`src/rtl/upbt_pkg.sv`:
```
package upbt_pkg;

   localparam logic [1:0] CMD_BIND   = 2'd0;
   localparam logic [1:0] CMD_UNBIND = 2'd1;
   localparam logic [1:0] CMD_ALLOC  = 2'd2;
   localparam logic [1:0] CMD_LOOKUP = 2'd3;

   localparam logic [2:0] STATUS_OK        = 3'd0;
   localparam logic [2:0] STATUS_FULL      = 3'd1;
   localparam logic [2:0] STATUS_BOUND     = 3'd2;
   localparam logic [2:0] STATUS_MALFORMED = 3'd3;
   localparam logic [2:0] STATUS_NOLISTEN  = 3'd4;
   localparam logic [2:0] STATUS_EXHAUSTED = 3'd5;

   localparam logic [15:0] EPHEMERAL_RESET = 16'd49152;
   localparam int          TRIES_W         = 15;
   localparam logic [14:0] ALLOC_TRIES     = 15'd16384;
   localparam logic [15:0] UDP_HDR_BYTES   = 16'd8;

   typedef enum logic [1:0] {
      S_IDLE,
      S_START,
      S_SCAN,
      S_FINISH
   } state_type;

   typedef struct packed {
      logic [15:0] port;
      logic [15:0] handle;
      logic        rcv;
   } entry_type;

   typedef struct packed {
      logic load_req;
      logic start_try;
      logic start_scan;
      logic finish;
   } ctrl_type;

   typedef struct packed {
      logic malformed;
      logic is_alloc;
      logic scan_done;
      logic hit;
      logic tries_max;
      logic out_free;
   } stat_type;

endpackage

```
`src/rtl/upbt_ctrl.sv`:
```
module upbt_ctrl (
   input  logic               clock,
   input  logic               reset,
   input  logic               req_valid,
   output logic               req_ready,
   input  upbt_pkg::stat_type stat,
   output upbt_pkg::ctrl_type ctrl
);

   upbt_pkg::state_type state_ff, state_in;

   always_ff @(posedge clock) begin
      if (reset) begin
         state_ff <= upbt_pkg::S_IDLE;
      end else begin
         state_ff <= state_in;
      end
   end

   always_comb begin
      state_in  = state_ff;
      ctrl      = '0;
      req_ready = 1'b0;
      unique case (state_ff)
         upbt_pkg::S_IDLE: begin
            req_ready = 1'b1;
            if (req_valid) begin
               ctrl.load_req = 1'b1;
               state_in      = upbt_pkg::S_START;
            end
         end
         upbt_pkg::S_START: begin
            if (stat.malformed) begin
               state_in = upbt_pkg::S_FINISH;
            end else begin
               // each allocation try takes a fresh candidate port
               ctrl.start_try  = stat.is_alloc;
               ctrl.start_scan = 1'b1;
               state_in        = upbt_pkg::S_SCAN;
            end
         end
         upbt_pkg::S_SCAN: begin
            if (stat.scan_done) begin
               if (stat.is_alloc && stat.hit && !stat.tries_max) begin
                  state_in = upbt_pkg::S_START;
               end else begin
                  state_in = upbt_pkg::S_FINISH;
               end
            end
         end
         upbt_pkg::S_FINISH: begin
            if (stat.out_free) begin
               ctrl.finish = 1'b1;
               state_in    = upbt_pkg::S_IDLE;
            end
         end
         default: begin
            state_in = upbt_pkg::S_IDLE;
         end
      endcase
   end

endmodule

```
`src/rtl/upbt_dp.sv`:
```
module upbt_dp #(
   parameter int TABLE_ENTRIES = 16
) (
   input  logic               clock,
   input  logic               reset,
   input  upbt_pkg::ctrl_type ctrl,
   output upbt_pkg::stat_type stat,
   input  logic [1:0]         req_cmd,
   input  logic [15:0]        req_port,
   input  logic [15:0]        req_handle,
   input  logic               req_has_receiver,
   input  logic [15:0]        req_src_port,
   input  logic [15:0]        req_udp_length,
   input  logic [15:0]        req_ip_payload_length,
   input  logic [31:0]        req_src_ip,
   input  logic               csr_write_enable,
   input  logic [15:0]        csr_write_data,
   output logic               rsp_valid,
   input  logic               rsp_ready,
   output logic [2:0]         rsp_status,
   output logic [3:0]         rsp_slot,
   output logic [15:0]        rsp_receiver_handle,
   output logic [15:0]        rsp_port_out,
   output logic [15:0]        rsp_src_port_out,
   output logic [31:0]        rsp_src_ip_out,
   output logic [15:0]        rsp_payload_length
);

   localparam int IDX_W = (TABLE_ENTRIES > 1) ? $clog2(TABLE_ENTRIES) : 1;
   localparam int CNT_W = $clog2(TABLE_ENTRIES + 1);
   localparam int TRIES_W_L = upbt_pkg::TRIES_W;

   // captured transaction
   logic [1:0]  cmd_ff;
   logic [15:0] port_ff;
   logic [15:0] handle_ff;
   logic        rcv_ff;
   logic [15:0] sport_ff;
   logic [15:0] ulen_ff;
   logic [15:0] iplen_ff;
   logic [31:0] sip_ff;

   logic [15:0] base_ff;

   // table storage
   upbt_pkg::entry_type       mem [TABLE_ENTRIES];
   logic [TABLE_ENTRIES-1:0]  used_ff, used_in;

   // scan pipeline
   logic                scan_active_ff;
   logic [CNT_W-1:0]    rd_idx_ff;
   logic [IDX_W-1:0]    raddr;
   logic                cmp_valid_ff;
   logic [IDX_W-1:0]    cmp_idx_ff;
   logic                rd_used_ff;
   upbt_pkg::entry_type rd_entry_ff;
   logic                issue;

   logic                hit_ff;
   logic [IDX_W-1:0]    match_idx_ff;
   logic [15:0]         match_handle_ff;
   logic                free_found_ff;
   logic [IDX_W-1:0]    free_idx_ff;

   // allocation
   logic [15:0]         cand_ff;
   logic [15:0]         next_eph_ff, next_eph_in;
   logic [15:0]         eph_inc;
   logic [TRIES_W_L-1:0] tries_ff;

   logic [15:0] key;
   logic        entry_match;
   logic        cur_hit;
   logic        stop;
   logic        last;
   logic        scan_done;
   logic        malformed;
   logic        bind_we;
   logic        out_free;

   // result registers
   logic        rsp_valid_ff;
   logic [2:0]  status_ff, status_in;
   logic [3:0]  slot_ff, slot_in;
   logic [15:0] rhandle_ff, rhandle_in;
   logic [15:0] port_out_ff, port_out_in;
   logic [15:0] sport_out_ff, sport_out_in;
   logic [31:0] sip_out_ff, sip_out_in;
   logic [15:0] plen_ff, plen_in;

   assign malformed = (cmd_ff == upbt_pkg::CMD_LOOKUP) &&
                      ((iplen_ff < upbt_pkg::UDP_HDR_BYTES) ||
                       (ulen_ff < upbt_pkg::UDP_HDR_BYTES) ||
                       (ulen_ff > iplen_ff));

   assign key         = (cmd_ff == upbt_pkg::CMD_ALLOC) ? cand_ff : port_ff;
   assign entry_match = cmp_valid_ff && rd_used_ff && (rd_entry_ff.port == key);
   assign cur_hit     = entry_match && ((cmd_ff != upbt_pkg::CMD_LOOKUP) || rd_entry_ff.rcv);
   // unbind walks the whole table, the others stop at the first hit
   assign stop        = cur_hit && (cmd_ff != upbt_pkg::CMD_UNBIND);
   assign last        = (cmp_idx_ff == IDX_W'(TABLE_ENTRIES - 1));
   assign scan_done   = cmp_valid_ff && (stop || last);
   assign issue       = scan_active_ff && !scan_done &&
                        (rd_idx_ff != CNT_W'(TABLE_ENTRIES));
   assign raddr       = rd_idx_ff[IDX_W-1:0];

   assign out_free = !rsp_valid_ff || rsp_ready;
   assign bind_we  = ctrl.finish && (cmd_ff == upbt_pkg::CMD_BIND) &&
                     !hit_ff && free_found_ff;

   assign eph_inc     = next_eph_ff + 16'd1;
   assign next_eph_in = (eph_inc == 16'd0) ? base_ff : eph_inc;

   always_comb begin
      stat.malformed = malformed;
      stat.is_alloc  = (cmd_ff == upbt_pkg::CMD_ALLOC);
      stat.scan_done = scan_done;
      stat.hit       = cur_hit;
      stat.tries_max = (tries_ff == upbt_pkg::ALLOC_TRIES);
      stat.out_free  = out_free;
   end

   always_ff @(posedge clock) begin
      if (ctrl.load_req) begin
         cmd_ff    <= req_cmd;
         port_ff   <= req_port;
         handle_ff <= req_handle;
         rcv_ff    <= req_has_receiver;
         sport_ff  <= req_src_port;
         ulen_ff   <= req_udp_length;
         iplen_ff  <= req_ip_payload_length;
         sip_ff    <= req_src_ip;
      end
   end

   always_ff @(posedge clock) begin
      if (reset) begin
         base_ff <= upbt_pkg::EPHEMERAL_RESET;
      end else if (csr_write_enable) begin
         base_ff <= csr_write_data;
      end
   end

   always_ff @(posedge clock) begin
      if (bind_we) begin
         mem[free_idx_ff] <= '{port: port_ff, handle: handle_ff, rcv: rcv_ff};
      end
      rd_entry_ff <= mem[raddr];
   end

   always_comb begin
      used_in = used_ff;
      if (cmp_valid_ff && (cmd_ff == upbt_pkg::CMD_UNBIND) && entry_match) begin
         used_in[cmp_idx_ff] = 1'b0;
      end
      if (bind_we) begin
         used_in[free_idx_ff] = 1'b1;
      end
   end

   always_ff @(posedge clock) begin
      if (reset) begin
         used_ff <= '0;
      end else begin
         used_ff <= used_in;
      end
   end

   always_ff @(posedge clock) begin
      if (reset) begin
         scan_active_ff <= 1'b0;
         cmp_valid_ff   <= 1'b0;
         rd_idx_ff      <= '0;
      end else if (ctrl.start_scan) begin
         scan_active_ff <= 1'b1;
         cmp_valid_ff   <= 1'b0;
         rd_idx_ff      <= '0;
      end else begin
         if (scan_done) begin
            scan_active_ff <= 1'b0;
         end
         cmp_valid_ff <= issue;
         if (issue) begin
            rd_idx_ff <= rd_idx_ff + CNT_W'(1);
         end
      end
   end

   always_ff @(posedge clock) begin
      if (issue) begin
         cmp_idx_ff <= raddr;
         rd_used_ff <= used_ff[raddr];
      end
   end

   always_ff @(posedge clock) begin
      if (reset) begin
         hit_ff        <= 1'b0;
         free_found_ff <= 1'b0;
      end else if (ctrl.start_scan) begin
         hit_ff        <= 1'b0;
         free_found_ff <= 1'b0;
      end else if (cmp_valid_ff) begin
         if (cur_hit && !hit_ff) begin
            hit_ff <= 1'b1;
         end
         if (!rd_used_ff && !free_found_ff) begin
            free_found_ff <= 1'b1;
         end
      end
   end

   always_ff @(posedge clock) begin
      if (cmp_valid_ff && cur_hit && !hit_ff) begin
         match_idx_ff    <= cmp_idx_ff;
         match_handle_ff <= rd_entry_ff.handle;
      end
      if (cmp_valid_ff && !rd_used_ff && !free_found_ff) begin
         free_idx_ff <= cmp_idx_ff;
      end
   end

   always_ff @(posedge clock) begin
      if (reset) begin
         next_eph_ff <= upbt_pkg::EPHEMERAL_RESET;
         tries_ff    <= '0;
      end else if (ctrl.load_req) begin
         tries_ff <= '0;
      end else if (ctrl.start_try) begin
         next_eph_ff <= next_eph_in;
         tries_ff    <= tries_ff + TRIES_W_L'(1);
      end
   end

   always_ff @(posedge clock) begin
      if (ctrl.start_try) begin
         cand_ff <= next_eph_ff;
      end
   end

   always_comb begin
      status_in    = upbt_pkg::STATUS_OK;
      slot_in      = 4'd0;
      rhandle_in   = 16'd0;
      port_out_in  = port_ff;
      sport_out_in = 16'd0;
      sip_out_in   = 32'd0;
      plen_in      = 16'd0;
      unique case (cmd_ff)
         upbt_pkg::CMD_BIND: begin
            if (hit_ff) begin
               status_in = upbt_pkg::STATUS_BOUND;
            end else if (free_found_ff) begin
               slot_in = 4'(free_idx_ff);
            end else begin
               status_in = upbt_pkg::STATUS_FULL;
            end
         end
         upbt_pkg::CMD_UNBIND: begin
            status_in = upbt_pkg::STATUS_OK;
         end
         upbt_pkg::CMD_ALLOC: begin
            // a hit on the final try means every try was taken
            if (hit_ff) begin
               status_in   = upbt_pkg::STATUS_EXHAUSTED;
               port_out_in = 16'd0;
            end else begin
               port_out_in = cand_ff;
            end
         end
         upbt_pkg::CMD_LOOKUP: begin
            if (malformed) begin
               status_in = upbt_pkg::STATUS_MALFORMED;
            end else if (hit_ff) begin
               slot_in      = 4'(match_idx_ff);
               rhandle_in   = match_handle_ff;
               sport_out_in = sport_ff;
               sip_out_in   = sip_ff;
               plen_in      = ulen_ff - upbt_pkg::UDP_HDR_BYTES;
            end else begin
               status_in = upbt_pkg::STATUS_NOLISTEN;
            end
         end
         default: begin
            status_in = upbt_pkg::STATUS_OK;
         end
      endcase
   end

   always_ff @(posedge clock) begin
      if (reset) begin
         rsp_valid_ff <= 1'b0;
      end else if (ctrl.finish) begin
         rsp_valid_ff <= 1'b1;
      end else if (rsp_ready) begin
         rsp_valid_ff <= 1'b0;
      end
   end

   always_ff @(posedge clock) begin
      if (ctrl.finish) begin
         status_ff    <= status_in;
         slot_ff      <= slot_in;
         rhandle_ff   <= rhandle_in;
         port_out_ff  <= port_out_in;
         sport_out_ff <= sport_out_in;
         sip_out_ff   <= sip_out_in;
         plen_ff      <= plen_in;
      end
   end

   assign rsp_valid           = rsp_valid_ff;
   assign rsp_status          = status_ff;
   assign rsp_slot            = slot_ff;
   assign rsp_receiver_handle = rhandle_ff;
   assign rsp_port_out        = port_out_ff;
   assign rsp_src_port_out    = sport_out_ff;
   assign rsp_src_ip_out      = sip_out_ff;
   assign rsp_payload_length  = plen_ff;

   a_bind_free_slot: assert property (@(posedge clock) disable iff (reset)
      bind_we |-> !used_ff[free_idx_ff])
      else $error("bind writes an occupied slot");

   a_unbind_clears: assert property (@(posedge clock) disable iff (reset)
      (cmp_valid_ff && (cmd_ff == upbt_pkg::CMD_UNBIND) && entry_match)
      |=> !used_ff[$past(cmp_idx_ff)])
      else $error("unbind left a matching slot in use");

   a_tries_bound: assert property (@(posedge clock) disable iff (reset)
      tries_ff <= upbt_pkg::ALLOC_TRIES)
      else $error("allocation tried too many ports");

   a_finish_room: assert property (@(posedge clock) disable iff (reset)
      ctrl.finish |-> out_free)
      else $error("result overwrites an untaken transaction");

endmodule

```
`src/rtl/udp_port_binding_table.sv`:
```
// udp port binding table
// req_ channel: one transaction per command (bind, unbind, allocate, lookup)
// with all header fields; accepted when req_valid and req_ready are high.
// rsp_ channel: exactly one result transaction per command, held in an
// output register until rsp_ready; the block goes back to accepting the next
// request while that result waits, and only stalls a later finish on it.
// csr_ port: ephemeral_base, written when csr_write_enable is high; write it
// only while no command is in flight.
// the table is walked one slot per cycle from a single read port;
// rsp_valid and req_ready rise together once a result is registered.
// a lookup or bind that hits slot k stops early; a malformed lookup
// skips the walk and goes straight to its result.
// allocate walks the table once per candidate port, up to 16384 candidates.
// reset: all slots free, ephemeral_base and the port counter at 49152,
// no result pending.
module udp_port_binding_table #(
   parameter int TABLE_ENTRIES = 16
) (
   input  logic        clock,
   input  logic        reset,
   input  logic        req_valid,
   output logic        req_ready,
   input  logic [1:0]  req_cmd,
   input  logic [15:0] req_port,
   input  logic [15:0] req_handle,
   input  logic        req_has_receiver,
   input  logic [15:0] req_src_port,
   input  logic [15:0] req_udp_length,
   input  logic [15:0] req_ip_payload_length,
   input  logic [31:0] req_src_ip,
   input  logic        csr_write_enable,
   input  logic [15:0] csr_write_data,
   output logic        rsp_valid,
   input  logic        rsp_ready,
   output logic [2:0]  rsp_status,
   output logic [3:0]  rsp_slot,
   output logic [15:0] rsp_receiver_handle,
   output logic [15:0] rsp_port_out,
   output logic [15:0] rsp_src_port_out,
   output logic [31:0] rsp_src_ip_out,
   output logic [15:0] rsp_payload_length
);

   upbt_pkg::ctrl_type ctrl;
   upbt_pkg::stat_type stat;

   upbt_ctrl u_ctrl (
      .clock     (clock),
      .reset     (reset),
      .req_valid (req_valid),
      .req_ready (req_ready),
      .stat      (stat),
      .ctrl      (ctrl)
   );

   upbt_dp #(
      .TABLE_ENTRIES (TABLE_ENTRIES)
   ) u_dp (
      .clock                 (clock),
      .reset                 (reset),
      .ctrl                  (ctrl),
      .stat                  (stat),
      .req_cmd               (req_cmd),
      .req_port              (req_port),
      .req_handle            (req_handle),
      .req_has_receiver      (req_has_receiver),
      .req_src_port          (req_src_port),
      .req_udp_length        (req_udp_length),
      .req_ip_payload_length (req_ip_payload_length),
      .req_src_ip            (req_src_ip),
      .csr_write_enable      (csr_write_enable),
      .csr_write_data        (csr_write_data),
      .rsp_valid             (rsp_valid),
      .rsp_ready             (rsp_ready),
      .rsp_status            (rsp_status),
      .rsp_slot              (rsp_slot),
      .rsp_receiver_handle   (rsp_receiver_handle),
      .rsp_port_out          (rsp_port_out),
      .rsp_src_port_out      (rsp_src_port_out),
      .rsp_src_ip_out        (rsp_src_ip_out),
      .rsp_payload_length    (rsp_payload_length)
   );

endmodule
```
`config.mk`:
```
export PLATFORM = sky130hd
export DESIGN_NAME = udp_port_binding_table
export DESIGN_NICKNAME = d
export VERILOG_FILES = /design/src/rtl/upbt_pkg.sv /design/src/rtl/upbt_ctrl.sv /design/src/rtl/upbt_dp.sv /design/src/rtl/udp_port_binding_table.sv
export SDC_FILE = /design/constraint.sdc
export NUM_CORES = 1
export LEC_CHECK = 0
export BUFFER_PORTS_ARGS = -buffer_cell sky130_fd_sc_hd__buf_2
export CORE_MARGIN = 8
export CORE_UTILIZATION = 36
export CTS_CLUSTER_SIZE = 24
export DETAILED_ROUTE_END_ITERATION = 16
export PLACE_DENSITY_LB_ADDON = 0.12
export SETUP_SLACK_MARGIN = 0.05
export SYNTH_ARGS = -nofsm -noshare
export SYNTH_HDL_FRONTEND = slang
export SYNTH_SLANG_ARGS = --single-unit
```
`constraint.sdc`:
```
create_clock -name clock -period 10.71 [get_ports clock]
set_clock_uncertainty 0.15 [all_clocks]
set_input_delay 2.142 -clock clock [delete_from_list [all_inputs] [get_ports clock]]
set_output_delay 2.142 -clock clock [all_outputs]
set_load 0.01 [all_outputs]
```
* After elaboration in Yosys (flattened, before gate mapping)
Memory sizes are Yosys's and may differ from the RTL's. A register that Yosys moved wholly into a read port is not among the register bits. Cells that the tools add are included.
Cells by class: order comparisons 8, equality and inequality tests 15, bitwise gates (word level) 6, $add $sub $neg 4, mux-type cells 42, reductions and logical operators 46
Operators with widths (count):
- $mux 16 | 6
- $lt 16x4->1 const B | 2
- $logic_and 1x1->1 | 23
- $add 16x1->16 const B | 1
- $and 16x16->16 | 1
- $eq 16x16->1 | 1
- $gt 16x16->1 | 1
- $logic_not 16->1 | 1
- $mux 1 | 16
- $mux 4 | 4
- $not 16->16 | 1
- $or 16x16->16 | 1
- $sub 16x4->16 const B | 1
- $add 15x1->15 const B | 1
- $eq 15x15->1 const B | 1
- $lt 4x5->1 const B | 3
- $mux 2 | 6
- $mux 3 | 4
- $pmux 3 s4 | 1
- $demux 1 s4 | 2
- $eq 2x2->1 const B | 4
- $ge 4x1->1 const B | 2
- $pmux 2 s4 | 1
- $pmux 4 s2 | 1
- other kinds (16) | 36
Storage, ports and cells: bits of input ports 136, output and inout port bits 105, register bits after elaboration 338, bits in writable memories 528, logic and storage cells 154, memories 1
Memories:
- u_dp.mem | words 16, bits a word 33, read ports 1, clocked after Yosys merged registers in 1, write ports 1, line upbt_dp.sv:46 | upbt_pkg::entry_type mem [TABLE_ENTRIES];

* Longest topological paths before layout
depth after elaboration 11, mapped depth 11, mapped depth without buffers 10

* By module
Synthesis repeated with hierarchy kept, for this count alone.
Unflattened totals: cells, all modules 1795, area total of the unflattened synthesis 34080.2 um^2
By module, submodules not included:
- upbt_dp | cells an instance 1779, instances 1, area an instance 33936.3 um^2
- upbt_ctrl | cells an instance 16, instances 1, area an instance 143.9 um^2

* Worst setup path after synthesis
No wires, ideal clock.
path type in2reg, start in rsp_ready, end reg u_ctrl.state_ff[0], path slack 2.941 ns, buffers on the path 0, data arrival time 7.494 ns, library setup time 0.126 ns, data required time 10.434 ns, stages on the path 4, cells stage by stage nand2b_1 -> nor2b_1 -> or2_2 -> nor4b_1
On the way: longest elaborated chain between the ends 3
RTL lines:
- start: declaration | line udp_port_binding_table.sv:34 | input logic rsp_ready,
- $logic_or 1x1->1 | line upbt_dp.sv:107 | assign out_free = !rsp_valid_ff || rsp_ready;
- $ne 2x1->1 (no source line)
- $reduce_and 3->1 (no source line)
- end signal: assignment | line upbt_ctrl.sv:14 | state_ff <= upbt_pkg::S_IDLE;
- end signal: assignment | line upbt_ctrl.sv:16 | state_ff <= state_in;
- end: declaration | line upbt_ctrl.sv:10 | upbt_pkg::state_type state_ff, state_in;
No other way between the ends. A chain may end at the register's enable or synchronous reset.

* Worst setup path after layout
start in rsp_ready, end mem u_dp.mem[3][11] (netlist bit) (enable)
On the way: longest elaborated chain between the ends 8
RTL lines:
- $logic_or 1x1->1 | line upbt_dp.sv:107
- $mux 1 | line upbt_ctrl.sv:52 | if (stat.out_free) begin
- $mux 1 | line upbt_ctrl.sv:24 | unique case (state_ff)
- $logic_and 1x1->1 (2 in a row) | line upbt_dp.sv:108 | assign bind_we = ctrl.finish && (cmd_ff == upbt_pkg::CMD_BIND) &&
- $logic_and 1x1->1 | line upbt_dp.sv:109 | !hit_ff && free_found_ff;
- $mux 1 | line upbt_dp.sv:145 | if (bind_we) begin
- $mux 1 (not written as such) | line upbt_dp.sv:146 | mem[free_idx_ff] <= '{port: port_ff, handle: handle_ff, rcv: rcv_ff};
- end: declaration | line upbt_dp.sv:46
No other way between the ends.

==> impl_metrics.ini <==
[global_route]
grtUsageTotal_pct = 14.9
grt_util_met3_pct = 3.06
overflow = 0
antenna_found_initial = 0
busiest_layer = met2
grt_pass1_vias = 18100
grt_use_met1_pct = 20.6
grt_max_degree = 62
grtUsageMet2_pct = 24.1
grt_pass1_wl_um = 120000

[worst_setup_path]
path_class = in -> reg
startpoint_type = primary input
worst_setup_path_end_kind = register
critPathMaxFanout = 19
arrival_ns = 4.44
cp.required_ns = 10.94

[floorplan]
core.rowCount = 113
dieArea_um2 = 105000
io_pins = 241
core-area_um2 = 94700
die_h_um = 325
initial_core_util_pct = 36.2
die_x_um = 325

[sta]
drv_slew = 0
finalSetupViolCount = 0
finalHoldViolCount = 0
fin_crit_sh_pct = 39.3
setup_tns_ns = 0
worst_slew_pin_slew_ns = 1.24
fmax_mhz = 237
hold_ws_ns = 0.252
rsz0062_at_grt = false
post-route-min-period_ns = 4.21
slew_headroom_pct = 17.1

[synth]
netlist.area_leader.share_pct = 69.3
synthMostInstantiatedCell = edfxtp_1
synth_top_flop_cell = edfxtp_1
yosys_warnings = 0
synthTopCellsByCount = 791 x edfxtp_1, 170 x mux4_2, 108 x dfxtp_1
synth_seq_area_share_pct = 75.6
synth-edff-count = 791
syn-cell-area_um2 = 34300
synth_top_cells_by_area = edfxtp_1 69%, mux4_2 11%, dfxtp_1 6.3%
syn_nets = 1985
synthCells = 1822
synth-seq-cells = 899
yosysTopAreaCell = edfxtp_1
synth_cell_types = 70
avgSynthCellArea_um2 = 18.8
synthArstFlopShare_pct = 0

[layout]
diodes = 0
final_core_util_pct = 42.7
fin_nets = 2284
layout-drive-gt1-share_pct = 29.3
final_area_um2 = 40400
syn_to_final_growth_pct = 17.9

[routing]
drcViolationCount = 0
drtIter0Drc = 1448
drt.antenna.violating_nets = 0
num_vias = 17300
routedWlPerCell_um = 22.9
dr.pass1.iters = 5
vias_per_cell = 4.98
finalWirelength_um = 79500

[clock_tree]
hold_buffers = 0
cts_buffers = 99
clock_path_buffers = 3
path_clk_slew_ns = 0.06
clock-sinks = 899
cts_tree = yes
cts_resized = 0
cts_setup_buffers = 0
cts-htree-levels = 3
clkLatencyLatePin_ns = 0.67
cts_root_buf = clkbuf_16

[power]
peakVddDrop_mv = 0.132
powerDensity_nw_per_um2 = 201
leakagePower_nw = 13.5

[run_status]
status = finished, final reports clean

[run]
max_cap_viol_count = 0

[placed_design]
dpl-instance-area_um2 = 37100
dp_hpwl_um = 48100
numPortBuffers = 240
gp_congestion = 0.786

[min_path]
hold_path.class = reg -> reg
==> power by group <==
group          internal, W  switching, W
Sequential         0.00398      0.000125
Clock              0.00208       0.00141
Combinational     0.000242      0.000294
==> kinds of logic (layout without fill, tap and decap cells) <==
| group | Yosys count | after routing | synth area share [%] |
|---|---|---|---|
| DFF | 899 | 899 | 75.6 |
| and+or+nand+nor | 358 | 358 | 5.75 |
| muxes | 206 | 206 | 12.2 |
| AOI/OAI and AO/OA | 146 | 146 | 2.55 |
| buffers and inverters | 142 | 525 | 1.72 |
| xor gates and xnor gates | 44 | 44 | 1.12 |
| adders and majority gates | 27 | 27 | 0.986 |
==> registers in the layout (all words and copies together), names as in the netlist, 32 cells and up <==
signal               flops
u_dp.sip_ff             32
u_dp.mem               528
u_dp.rd_entry_ff        33
u_dp.rsp_src_ip_out     32
==> per-layer routing <==
layer	wire, um	up-vias
met3	3580	110
met5	0	-
li1	-	7768
met1	36500	8972
met4	1600	0
met2	37900	425
==> worst max-delay path, cell delays in order <==
cell and delay (ns):
buf_2 0.10, nand2b_1 0.22, and3b_1 0.28, nor2b_1 0.17, nand2b_1 0.25, or2_2 0.18
clkinv_1 0.58, buf_4 0.49
==> through the flow <==
step / power, W / setup slack (ns) / cells
after CTS: 0.00826 / 6.47 / 3470
final: 0.00813 / 6.50 / 3470
after detailed placement: 0.00474 / 5.76 / 3285
after global routing: 0.00844 / 6.32 / 3470
after floorplan: 0.00451 / 2.94 / 1822
after global placement: 0.00473 / 5.81 / 3285
==> cell usage in the layout, fill, tap and decap left out, types with 18 or more instances in the layout <==
cell type	netlist	layout
a21oi_1	37	37
a31oi_1	18	18
and2_1	70	69
buf_2	21	240
buf_4	2	39
clkbuf_1	48	18
clkbuf_16	0	100
clkinv_1	1	24
clkinv_2	0	21
dfxtp_1	108	104
edfxtp_1	791	791
ha_1	27	27
inv_1	60	50
mux2i_1	35	35
mux4_2	170	170
nand2_1	73	73
nand3_1	20	20
nor2_1	79	73
o21ai_0	58	58
xnor2_1	30	30
==> cell type report <==
| type | instances | area [um2] |
|---|---|---|
| tap | 1265 | 1580 |
| clock buffer | 127 | 2690 |
| sequential | 899 | 25900 |
| multi-input combinational | 781 | 7820 |
| inverter | 61 | 229 |
| fill | 8369 | 54300 |
| timing repair buffer | 279 | 1490 |
| clock inverter | 58 | 667 |
==> path summary, 6_finish.rpt <==
path                                                   from                                 end  slack, ns  cells after the start
worst max register to register     u_dp.cmd_ff[0]$_DFFE_PP_  u_dp.match_handle_ff[10]$_DFFE_PP_       7.15                     10
worst max-delay path                              rsp_ready           u_dp.mem[3][11]$_DFFE_PP_       6.50                      8
worst min-delay path            u_dp.rd_entry_ff[7]$_DFF_P_   u_dp.match_handle_ff[6]$_DFFE_PP_       0.25                      0
worst min register to register  u_dp.rd_entry_ff[7]$_DFF_P_   u_dp.match_handle_ff[6]$_DFFE_PP_       0.25                      0
No activity file was read; power rests on OpenSTA's default activity.
